$ cat src/rtl/core/utv_pkg.sv
// Package: shared constants, codes and types of the UTF-8 text validator.
`timescale 1ns / 1ps
`default_nettype none

package utv_pkg;

  // Counter sizing
  localparam int COUNT_BITS = 16;
  localparam int BYTE_CNT_W = COUNT_BITS + 1;
  localparam int LIMIT_W    = 16;
  localparam int CP_OUT_W   = 16;
  localparam int CMP_W      = (BYTE_CNT_W > LIMIT_W) ? BYTE_CNT_W : LIMIT_W;
  localparam int CFG_DATA_W = 16;
  localparam int CFG_IDX_W  = 2;
  localparam int CP_W       = 21;

  // Codepoint boundaries
  localparam logic [CP_W-1:0] CP_MIN_2     = 21'h000080;
  localparam logic [CP_W-1:0] CP_MIN_3     = 21'h000800;
  localparam logic [CP_W-1:0] CP_MIN_4     = 21'h010000;
  localparam logic [CP_W-1:0] CP_SURR_LO   = 21'h00D800;
  localparam logic [CP_W-1:0] CP_SURR_HI   = 21'h00DFFF;
  localparam logic [CP_W-1:0] CP_MAX       = 21'h10FFFF;
  localparam logic [CP_W-1:0] CP_C0_END    = 21'h000020;
  localparam logic [CP_W-1:0] CP_DEL       = 21'h00007F;
  localparam logic [CP_W-1:0] CP_C1_HI     = 21'h00009F;
  localparam logic [CP_W-1:0] CP_TAB       = 21'h000009;
  localparam logic [CP_W-1:0] CP_NEWLINE   = 21'h00000A;

  typedef enum logic [2:0] {
    VERDICT_VALID     = 3'd0,
    VERDICT_BAD_UTF8  = 3'd1,
    VERDICT_UNSAFE    = 3'd2,
    VERDICT_TOO_LARGE = 3'd3,
    VERDICT_EMPTY     = 3'd4
  } verdict_e;

  typedef enum logic [CFG_IDX_W-1:0] {
    CFG_BYTE_LIMIT = 2'd0,
    CFG_CP_LIMIT   = 2'd1,
    CFG_ALLOW_WS   = 2'd2,
    CFG_NONEMPTY   = 2'd3
  } cfg_idx_e;

  typedef struct packed {
    logic [LIMIT_W-1:0] byte_limit;
    logic [LIMIT_W-1:0] cp_limit;
    logic               allow_ws;
    logic               need_nonempty;
  } cfg_t;

  typedef struct packed {
    logic [1:0]            pending;
    logic [2:0]            seq_width;
    logic [CP_W-1:0]       partial;
    logic [BYTE_CNT_W-1:0] byte_total;
    logic [COUNT_BITS-1:0] cp_total;
    verdict_e              first_err;
  } text_state_t;

  typedef struct packed {
    verdict_e              verdict;
    logic [CP_OUT_W-1:0]   cp_seen;
  } result_t;

endpackage

`default_nettype wire

$ cat src/rtl/core/utv_in_if.sv
// Interface: input channel, one text byte per word.
`timescale 1ns / 1ps
`default_nettype none

interface utv_in_if;
  logic       valid;
  logic       ready;
  logic [7:0] data_byte;
  logic       byte_present;
  logic       end_of_text;

  modport source (output valid, output data_byte, output byte_present,
                  output end_of_text, input ready);
  modport sink   (input valid, input data_byte, input byte_present,
                  input end_of_text, output ready);
endinterface

`default_nettype wire

$ cat src/rtl/core/utv_out_if.sv
// Interface: result channel, one status word per text.
`timescale 1ns / 1ps
`default_nettype none

interface utv_out_if;
  logic        valid;
  logic        ready;
  logic [2:0]  verdict;
  logic [15:0] codepoints_seen;

  modport source (output valid, output verdict, output codepoints_seen, input ready);
  modport sink   (input valid, input verdict, input codepoints_seen, output ready);
endinterface

`default_nettype wire

$ cat src/rtl/core/utv_cfg.sv
// Configuration register file of the UTF-8 text validator.
`timescale 1ns / 1ps
`default_nettype none

module utv_cfg
  import utv_pkg::*;
(
  input  wire logic                  clk_i,
  input  wire logic                  rst_ni,
  input  wire logic                  cfg_we_i,
  input  wire logic [CFG_IDX_W-1:0]  cfg_idx_i,
  input  wire logic [CFG_DATA_W-1:0] cfg_data_i,
  output cfg_t                       cfg_o
);

  cfg_t cfg_q, cfg_d;

  // Register write decode
  always_comb begin
    cfg_d = cfg_q;
    if (cfg_we_i) begin
      case (cfg_idx_e'(cfg_idx_i))
        CFG_BYTE_LIMIT: cfg_d.byte_limit    = cfg_data_i[LIMIT_W-1:0];
        CFG_CP_LIMIT:   cfg_d.cp_limit      = cfg_data_i[LIMIT_W-1:0];
        CFG_ALLOW_WS:   cfg_d.allow_ws      = cfg_data_i[0];
        CFG_NONEMPTY:   cfg_d.need_nonempty = cfg_data_i[0];
        default:        cfg_d = cfg_q;
      endcase
    end
  end

  always_ff @(posedge clk_i or negedge rst_ni) begin
    if (!rst_ni) begin
      cfg_q.byte_limit    <= '1;
      cfg_q.cp_limit      <= '1;
      cfg_q.allow_ws      <= 1'b0;
      cfg_q.need_nonempty <= 1'b0;
    end else begin
      cfg_q <= cfg_d;
    end
  end

  assign cfg_o = cfg_q;

endmodule

`default_nettype wire

$ cat src/rtl/core/utv_step.sv
// Per-byte decode step: next text state and end-of-text status.
`timescale 1ns / 1ps
`default_nettype none

module utv_step
  import utv_pkg::*;
(
  input  wire text_state_t state_i,
  input  wire cfg_t        cfg_i,
  input  wire logic [7:0]  data_byte_i,
  input  wire logic        byte_present_i,
  input  wire logic        end_of_text_i,
  output text_state_t      state_o,
  output result_t          result_o
);

  text_state_t upd;

  // Judge a complete codepoint; returns the error code or VERDICT_VALID
  function automatic verdict_e judge_cp(logic [CP_W-1:0] cp, logic [2:0] width,
                                        logic allow_ws, logic [COUNT_BITS-1:0] total,
                                        logic [LIMIT_W-1:0] limit);
    logic ws;
    verdict_e res;
    ws = allow_ws && (cp == CP_TAB || cp == CP_NEWLINE);
    if ((width == 3'd2 && cp < CP_MIN_2) || (width == 3'd3 && cp < CP_MIN_3) ||
        (width == 3'd4 && cp < CP_MIN_4) ||
        (cp >= CP_SURR_LO && cp <= CP_SURR_HI) || cp > CP_MAX) begin
      res = VERDICT_BAD_UTF8;
    end else if (cp == '0 || (cp < CP_C0_END && !ws) ||
                 (cp >= CP_DEL && cp <= CP_C1_HI)) begin
      res = VERDICT_UNSAFE;
    end else if (CMP_W'(total) >= CMP_W'(limit)) begin
      res = VERDICT_TOO_LARGE;
    end else begin
      res = VERDICT_VALID;
    end
    return res;
  endfunction

  // Byte intake and UTF-8 decode
  always_comb begin
    logic            finish;
    logic [CP_W-1:0] cp;
    verdict_e        err;
    upd    = state_i;
    finish = 1'b0;
    cp     = CP_W'(data_byte_i);
    err    = VERDICT_VALID;
    if (byte_present_i) begin
      if (state_i.byte_total != '1) begin
        upd.byte_total = state_i.byte_total + BYTE_CNT_W'(1);
      end
      if (state_i.first_err == VERDICT_VALID) begin
        if (state_i.pending == 2'd0) begin
          if (!data_byte_i[7]) begin
            finish        = 1'b1;
            upd.seq_width = 3'd1;
          end else if (data_byte_i[7:5] == 3'b110) begin
            upd.seq_width = 3'd2;
            upd.pending   = 2'd1;
            upd.partial   = CP_W'(data_byte_i[4:0]);
          end else if (data_byte_i[7:4] == 4'b1110) begin
            upd.seq_width = 3'd3;
            upd.pending   = 2'd2;
            upd.partial   = CP_W'(data_byte_i[3:0]);
          end else if (data_byte_i[7:3] == 5'b11110) begin
            upd.seq_width = 3'd4;
            upd.pending   = 2'd3;
            upd.partial   = CP_W'(data_byte_i[2:0]);
          end else begin
            upd.first_err = VERDICT_BAD_UTF8;
          end
        end else if (data_byte_i[7:6] != 2'b10) begin
          upd.first_err = VERDICT_BAD_UTF8;
          upd.pending   = 2'd0;
        end else begin
          upd.partial = {state_i.partial[CP_W-7:0], data_byte_i[5:0]};
          upd.pending = state_i.pending - 2'd1;
          cp          = upd.partial;
          finish      = (state_i.pending == 2'd1);
        end
      end
    end
    // single-byte sequences keep the stored width; judge with the actual width
    if (finish) begin
      err = judge_cp(cp, (state_i.pending == 2'd0) ? 3'd1 : state_i.seq_width,
                     cfg_i.allow_ws, state_i.cp_total, cfg_i.cp_limit);
      if (err != VERDICT_VALID) begin
        upd.first_err = err;
      end else if (state_i.cp_total != '1) begin
        upd.cp_total = state_i.cp_total + COUNT_BITS'(1);
      end
    end
    if (state_i.pending == 2'd0 && upd.seq_width == 3'd1) begin
      upd.seq_width = state_i.seq_width;
    end
  end

  // Status at end of text, priority order
  always_comb begin
    result_o.cp_seen = CP_OUT_W'(CMP_W'(upd.cp_total));
    if (cfg_i.need_nonempty && upd.byte_total == '0) begin
      result_o.verdict = VERDICT_EMPTY;
    end else if (CMP_W'(upd.byte_total) > CMP_W'(cfg_i.byte_limit)) begin
      result_o.verdict = VERDICT_TOO_LARGE;
    end else if (upd.first_err != VERDICT_VALID) begin
      result_o.verdict = upd.first_err;
    end else if (upd.pending != 2'd0) begin
      result_o.verdict = VERDICT_BAD_UTF8;
    end else begin
      result_o.verdict = VERDICT_VALID;
    end
  end

  // Text state clears after the closing word
  always_comb begin
    if (end_of_text_i) begin
      state_o           = '0;
      state_o.first_err = VERDICT_VALID;
    end else begin
      state_o = upd;
    end
  end

endmodule

`default_nettype wire

$ cat src/rtl/core/utv_text_validator_core.sv
// Datapath core: input register, text state, decode step and result register.
`timescale 1ns / 1ps
`default_nettype none

module utv_text_validator_core
  import utv_pkg::*;
(
  input  wire logic       clk_i,
  input  wire logic       rst_ni,
  input  wire cfg_t       cfg_i,
  utv_in_if.sink          in_i,
  utv_out_if.source       out_o
);

  logic        stg_valid_q;
  logic [7:0]  stg_byte_q;
  logic        stg_present_q;
  logic        stg_end_q;
  logic        stg_adv;
  text_state_t st_q, st_d;
  result_t     res;
  logic        out_valid_q;
  result_t     out_res_q;

  // Staged word moves on unless it closes a text and the result slot is busy
  assign stg_adv  = stg_valid_q && (!stg_end_q || !out_valid_q || out_o.ready);
  assign in_i.ready = !stg_valid_q || stg_adv;

  // Input register
  always_ff @(posedge clk_i or negedge rst_ni) begin
    if (!rst_ni) begin
      stg_valid_q <= 1'b0;
    end else if (in_i.ready) begin
      stg_valid_q <= in_i.valid;
    end
  end

  always_ff @(posedge clk_i) begin
    if (in_i.valid && in_i.ready) begin
      stg_byte_q    <= in_i.data_byte;
      stg_present_q <= in_i.byte_present;
      stg_end_q     <= in_i.end_of_text;
    end
  end

  utv_step u_step (
    .state_i        (st_q),
    .cfg_i          (cfg_i),
    .data_byte_i    (stg_byte_q),
    .byte_present_i (stg_present_q),
    .end_of_text_i  (stg_end_q),
    .state_o        (st_d),
    .result_o       (res)
  );

  // Text state register; all-zero is the empty text with no error
  always_ff @(posedge clk_i or negedge rst_ni) begin
    if (!rst_ni) begin
      st_q <= '0;
    end else if (stg_adv) begin
      st_q <= st_d;
    end
  end

  // Result register
  always_ff @(posedge clk_i or negedge rst_ni) begin
    if (!rst_ni) begin
      out_valid_q <= 1'b0;
    end else if (stg_adv && stg_end_q) begin
      out_valid_q <= 1'b1;
    end else if (out_o.ready) begin
      out_valid_q <= 1'b0;
    end
  end

  always_ff @(posedge clk_i) begin
    if (stg_adv && stg_end_q) begin
      out_res_q <= res;
    end
  end

  assign out_o.valid           = out_valid_q;
  assign out_o.verdict         = out_res_q.verdict;
  assign out_o.codepoints_seen = out_res_q.cp_seen;

  // A pending continuation count always stays below the sequence width
  a_pending_width: assert property (@(posedge clk_i) disable iff (!rst_ni)
    (st_q.pending != 2'd0) |-> (st_q.seq_width > {1'b0, st_q.pending}))
    else $error("pending count not below sequence width");

  // Once an error is latched, decoding stops
  a_err_freezes: assert property (@(posedge clk_i) disable iff (!rst_ni)
    (stg_adv && !stg_end_q && st_q.first_err != VERDICT_VALID) |=>
    ($stable(st_q.pending) && $stable(st_q.partial) && $stable(st_q.cp_total)))
    else $error("decode state moved after an error");

  // Input stalls only behind a closing word waiting on a full result slot
  a_stall_cause: assert property (@(posedge clk_i) disable iff (!rst_ni)
    !in_i.ready |-> (stg_valid_q && stg_end_q && out_valid_q && !out_o.ready))
    else $error("input stalled without cause");

  // Closing word leaves a clean text state
  a_clear_after_end: assert property (@(posedge clk_i) disable iff (!rst_ni)
    (stg_adv && stg_end_q) |=> (st_q.byte_total == '0 && st_q.pending == 2'd0 &&
                                st_q.first_err == VERDICT_VALID))
    else $error("text state not cleared after end of text");

endmodule

`default_nettype wire

$ cat src/rtl/core/utf8_text_validator.sv
// UTF-8 text validator: accepts one byte per word, reports one status per text.
// Channels: in_i carries data_byte, byte_present and end_of_text; a word with
// byte_present low and end_of_text high closes the text, empty if no byte came
// before. out_o carries one word per text: verdict (0 valid, 1 invalid UTF-8, 2
// unsafe control, 3 too large, 4 empty) and codepoints_seen. Configuration is a
// plain write port (cfg_we_i, cfg_idx_i, cfg_data_i) that the user is to use only
// while no text is in flight; the block does not enforce this. Throughput: one
// word per cycle unless a closing word waits on a full result slot, set by the
// combinational decode step between the input register and the text state
// register. The status is registered: input register, then result register.
// Reset clears the text state and result slot and loads the registers with byte
// and codepoint limits of 65535, whitespace disallowed and empty texts allowed.
// When the receiver stalls, non-closing words keep flowing; a closing word waits
// in the input register until the result slot frees, holding ready low till then.
`timescale 1ns / 1ps
`default_nettype none

module utf8_text_validator
  import utv_pkg::*;
(
  input  wire logic                  clk_i,
  input  wire logic                  rst_ni,
  input  wire logic                  cfg_we_i,
  input  wire logic [CFG_IDX_W-1:0]  cfg_idx_i,
  input  wire logic [CFG_DATA_W-1:0] cfg_data_i,
  utv_in_if.sink                     in_i,
  utv_out_if.source                  out_o
);

  cfg_t cfg;

  utv_cfg u_cfg (
    .clk_i      (clk_i),
    .rst_ni     (rst_ni),
    .cfg_we_i   (cfg_we_i),
    .cfg_idx_i  (cfg_idx_i),
    .cfg_data_i (cfg_data_i),
    .cfg_o      (cfg)
  );

  utv_text_validator_core u_core (
    .clk_i  (clk_i),
    .rst_ni (rst_ni),
    .cfg_i  (cfg),
    .in_i   (in_i),
    .out_o  (out_o)
  );

endmodule

`default_nettype wire

$ cat src/flat_wrapper.sv
// flat-port wrapper written by rule: the top's interface ports become plain ports
module utf8_text_validator_flat import utv_pkg::*;
  (clk_i, rst_ni, cfg_we_i, cfg_idx_i, cfg_data_i, in_i_valid, in_i_data_byte, in_i_byte_present, in_i_end_of_text, in_i_ready, out_o_valid, out_o_verdict, out_o_codepoints_seen, out_o_ready);
  utv_in_if in_i_i ();
  utv_out_if out_o_i ();
  input  wire logic clk_i;
  input  wire logic rst_ni;
  input  wire logic cfg_we_i;
  input  wire logic [CFG_IDX_W-1:0] cfg_idx_i;
  input  wire logic [CFG_DATA_W-1:0] cfg_data_i;
  input wire logic [$bits(in_i_i.valid)-1:0] in_i_valid;
  input wire logic [$bits(in_i_i.data_byte)-1:0] in_i_data_byte;
  input wire logic [$bits(in_i_i.byte_present)-1:0] in_i_byte_present;
  input wire logic [$bits(in_i_i.end_of_text)-1:0] in_i_end_of_text;
  output wire logic [$bits(in_i_i.ready)-1:0] in_i_ready;
  output wire logic [$bits(out_o_i.valid)-1:0] out_o_valid;
  output wire logic [$bits(out_o_i.verdict)-1:0] out_o_verdict;
  output wire logic [$bits(out_o_i.codepoints_seen)-1:0] out_o_codepoints_seen;
  input wire logic [$bits(out_o_i.ready)-1:0] out_o_ready;
  assign in_i_i.valid = in_i_valid;
  assign in_i_i.data_byte = in_i_data_byte;
  assign in_i_i.byte_present = in_i_byte_present;
  assign in_i_i.end_of_text = in_i_end_of_text;
  assign in_i_ready = in_i_i.ready;
  assign out_o_valid = out_o_i.valid;
  assign out_o_verdict = out_o_i.verdict;
  assign out_o_codepoints_seen = out_o_i.codepoints_seen;
  assign out_o_i.ready = out_o_ready;
  utf8_text_validator u_core (.clk_i(clk_i), .rst_ni(rst_ni), .cfg_we_i(cfg_we_i), .cfg_idx_i(cfg_idx_i), .cfg_data_i(cfg_data_i), .in_i(in_i_i), .out_o(out_o_i));
endmodule
$ cat config.mk
export PLATFORM = sky130hd
export DESIGN_NAME = utf8_text_validator_flat
export DESIGN_NICKNAME = d
export VERILOG_FILES = /design/src/rtl/core/utv_pkg.sv /design/src/rtl/core/utv_in_if.sv /design/src/rtl/core/utv_out_if.sv /design/src/rtl/core/utv_cfg.sv /design/src/rtl/core/utv_step.sv /design/src/rtl/core/utv_text_validator_core.sv /design/src/rtl/core/utf8_text_validator.sv /design/src/flat_wrapper.sv
export SDC_FILE = /design/constraint.sdc
export NUM_CORES = 1
export LEC_CHECK = 0
export BUFFER_PORTS_ARGS = -buffer_cell sky130_fd_sc_hd__buf_2
export CORE_MARGIN = 2
export CORE_UTILIZATION = 50
export DETAILED_ROUTE_END_ITERATION = 8
export PLACE_DENSITY = 0.68
export SLEW_MARGIN = 20
export SYNTH_ARGS = -nofsm -noshare
export SYNTH_HDL_FRONTEND = slang
export SYNTH_SLANG_ARGS = --single-unit
$ cat constraint.sdc
create_clock -name clk_i -period 6.7 [get_ports clk_i]
set_clock_uncertainty 0.2 [all_clocks]
set_input_delay 0 -clock clk_i [delete_from_list [all_inputs] [get_ports clk_i]]
set_output_delay 0 -clock clk_i [all_outputs]
set_load 0.03 [all_outputs]
==> metrics.md <==
| Metric | Value |
|---|---|
| Routed wire length | 18900 um |
| Int Pwr | 0.00165 W |
| Maximum vdd drop | ~160 uV |
| Fin Hold WS | 0.0277 ns |
| Ranking of synthesized cells by area | dfrtp_1 21%, edfxtp_1 12%, dfstp_2 12% |
| Core ar. | roughly 14000 um^2 |
| CP startpoint kind | register |
| Crit path kind | reg -> reg |
| Cts bufs inserted | 17 |
| Layout Nets | 921 |
| Met3 Use GR | 4.46% |
| Post-synthesis cell count | ~740 |
| Area grow syn2layout | 23.5% |
| DRC | 0 |
| Floorplan row count | 43 |
| Vias in the first global route | 5871 |
| Met2 Use GR | 43.4% |
| Avg Inst Size Synth | between 9 and 10 um^2 |
| Post-synth top area share | a little over a fifth |
| Max transition margin | 28.4% |
| Hold Violations, Final | 0 |
| Total gr overflow | 0 |
| H-tree lvl count | 4 |
| Fin. max-slew vios | 0 |
| CTS tree | yes |
| Die Wd | about 120 um |
| CTS Root Cell | clkbuf_16 |
| Grt met1 use | 34.3% |
| Required @ worst endpoint | around 6.7 ns |
| Die height | 123 um |
| Clock power share | between 40% and 50% |
| Post-synthesis instance area | 7020 um^2 |
| Largest net degree at the start of global routing | 61 |
| Leakage | 3.83 nW |
| Setup TNS Final | 0 ns |
| Yosys cell types | 71 |
| Terminus of the critical flop-to-flop path | u_core.u_core.out_o.verdict[1]$_SDFFCE_PP0P_ |
| Cts repair resizes | 0 |
| Die area | 15000 um^2 |
| Switch Pwr | between 0.0006 and 0.0007 W |
| Clock transition at path regs | 0.06 ns |
| Internal reg-to-reg setup slack | 2.46 ns |
| Logic pwr share | 17.8% |
| Max_cap viols | 0 |
| PD cells | 264 nW/um^2 |
| Post-DP HPWL | 12200 um |
| First-pass GRT wire length | 30500 um |
| EDFF count, synth | 29 |
| Yosys warns | 0 |
| Crit end category | register |
| I/O pins | 54 |
| Post-CTS Setup Repair Bufs | 0 |
| Crit path DAT | 4.22 ns |
| Crit share post-route | a little over three fifths |
| Hold WC Path Type | in -> async |
| Port bufs | 53 |
| Total global routing track utilization | between 20% and 30% |
| Via Count | 6109 |
| Syn Nets | between 800 and 900 |
| Worst flop-to-flop path startpoint | u_core.u_core.st_q[19]$_DFFE_PN0P_ |
| Worst Tran Pin Value | 1.07 ns |
| Fmax | around 240 MHz |
| Final antenna-violating net count | 0 |
| Initial core utilization | around half |
| Final min period | 4.24 ns |
| DRC violation total after the first TritonRoute iteration | 551 |
| Clk sinks | 121 |
| Net Sw Frac | 27.8% |
| Run status | complete, no violations |
| Yosys top cell by area | dfrtp_1 |
| Ys async rst share | 76.0% |
| ANT cells | 0 |
| Clk buf depth | 2 |
| Drt pass-1 iters | 6 |
| # setup viols final | 0 |
| Vias per cell | 5.85 |
| Seq pwr share | 40.0% |
| Gpl congestion | between 0.8 and 0.9 |
| Synthesis-stage register bit count | ~120 |
| RSZ-0062 raised after global routing | no |
| Crit-path max FO | 8 |
| Worst Reg-to-Reg Cells | 16 |
| Seq/Total Area, Yosys | 45.7% |
| Hold Buf Count CTS | 62 |
| Mean routed wirelength per cell | 18.1 um |
| Initial antenna violation count | 0 |
| Clk_lat worst skew | 0.43 ns |
| Layout cell share with drive strength beyond 1 | between 10% and 20% |
| GRT busiest layer | met2 |
| Top FF cell, synth | dfrtp_1 |
==> cell usage after synthesis (all sizes together), types with 27 or more instances <==
| cell | instances |
|---|---|
| a21oi | 29 |
| clkbuf | 28 |
| dfrtp | 60 |
| dfstp | 32 |
| edfxtp | 29 |
| ha | 36 |
| inv | 48 |
| nand2 | 104 |
| nand3 | 27 |
| nor2 | 50 |
| o21ai | 73 |
==> area by class of cell <==
type / instances / area, um^2
sequential: 121 / 3210
timing repair buffer: 121 / 933
clock inverter: 11 / 141
inverter: 49 / 184
tap: 180 / 225
clock buffer: 21 / 482
fill: 1065 / 5150
multi-input combinational: 542 / 3490
==> placed cells by master (no fill, tap or decap), types with 4 or more instances in the layout <==
master and instances:
nand2_1 104, o21ai_0 69, dlygate4sd3_1 62, dfrtp_1 60, buf_2 52, nor2_1 49
inv_1 48, ha_1 36, dfstp_2 32, a21oi_1 29, edfxtp_1 29, nand3_1 27
mux2_2 25, nor3_1 21, clkbuf_16 18, xnor2_1 14, nand4_1 12, a31oi_1 12
a21o_1 11, xor2_1 10, and2_1 9, and3_1 8, a22o_1 7, o31ai_1 7
buf_4 7, nand2b_1 6, and4_1 5, o21a_1 5, o21ai_1 4, o211ai_1 4
or4_1 4, mux2i_1 4, nor3_2 4
==> how the worst max path moves through the flow <==
| stage | startpoint | endpoint | slack, ns | depth (start not counted) |
|---|---|---|---|---|
| 2_1_floorplan | u_core.u_core.st_q[25]$_DFFE_PN0P_ | u_core.u_core.out_o.verdict[1]$_SDFFCE_PP0P_ | 3.05 | 15 |
| 3_3_place_gp | u_core.u_core.st_q[19]$_DFFE_PN0P_ | u_core.u_core.out_o.verdict[1]$_SDFFCE_PP0P_ | 2.75 | 16 |
| 3_5_place_dp | u_core.u_core.st_q[19]$_DFFE_PN0P_ | u_core.u_core.out_o.verdict[1]$_SDFFCE_PP0P_ | 2.60 | 16 |
| 4_1_cts | u_core.u_core.st_q[19]$_DFFE_PN0P_ | u_core.u_core.out_o.verdict[1]$_SDFFCE_PP0P_ | 2.57 | 16 |
| 5_1_grt | u_core.u_core.st_q[19]$_DFFE_PN0P_ | u_core.u_core.out_o.verdict[1]$_SDFFCE_PP0P_ | 2.06 | 16 |
| 6_report | u_core.u_core.st_q[19]$_DFFE_PN0P_ | u_core.u_core.out_o.verdict[1]$_SDFFCE_PP0P_ | 2.46 | 16 |
==> worst max-delay path: stages, from the launching register on <==
cell and delay (ns):
dfrtp_1 0.47, ha_1 0.29, nand4_1 0.15, nor3_1 0.51
and2_1 0.26, and3_1 0.20, nand2_1 0.12, xnor2_1 0.16
ha_1 0.31, nand2_1 0.07, or2_2 0.31, nor4_1 0.34
a41oi_1 0.16, nor2_1 0.11, a21oi_1 0.09, nor3_1 0.19
nor2_1 0.06
==> cells by family after synthesis <==
logic type,count (synthesis),share of synthesized area (%)
fa+ha+maj,36,6.41
flops,121,45.7
mux,29,4.58
xor+xnor,24,2.99
simple gates,279,20.3
compound gates,174,15.4
buf+inv,81,4.58
==> state kept, by name, summed over array words and instances (netlist names) <==
signal	count
u_core.u_cfg.cfg_o	34
u_core.u_core.out_o.verdict	3
u_core.u_core.stg_present_q	1
u_core.u_core.st_q	56
u_core.u_core.out_o.codepoints_seen	16
u_core.u_core.stg_end_q	1
u_core.u_core.out_o.valid	1
u_core.u_core.stg_valid_q	1
u_core.u_core.stg_byte_q	8
==> per-stage QoR <==
| stage | power, W | std cells | setup slack [ns] | util (%) | cell area [um^2] |
|---|---|---|---|---|---|
| floorplan | 0.00116 | 744 | 3.05 | - | 7020 |
| global placement | 0.00126 | 951 | 2.75 | 53.7 | 7430 |
| detailed placement | 0.00128 | 951 | 2.60 | 53.7 | 7430 |
| CTS | 0.00228 | 1045 | 2.57 | 62.7 | 8670 |
| global route | 0.00237 | 1045 | 2.06 | 62.7 | 8670 |
| finish | 0.00229 | 1045 | 2.46 | 62.7 | 8670 |
==> layer usage <==
layer | vias to the layer above | part of all wire [%]
li1 | 2880 | -
met1 | 2967 | 42
met2 | 213 | 49
met3 | 49 | 4.6
met4 | 0 | 3.7
met5 | - | 0
==> power by group through the flow <==
stage	Clock [W]	Combinational (W)	Sequential (W)
final	0.000967	0.000407	0.000917
after global routing	0.00100	0.000447	0.000926
after CTS	0.000969	0.000394	0.000914
after detailed placement	0	0.000353	0.000926
after global placement	0	0.000340	0.000924
after floorplan	0	0.000246	0.000917
Note: power is estimated with default switching activity, not from simulation.
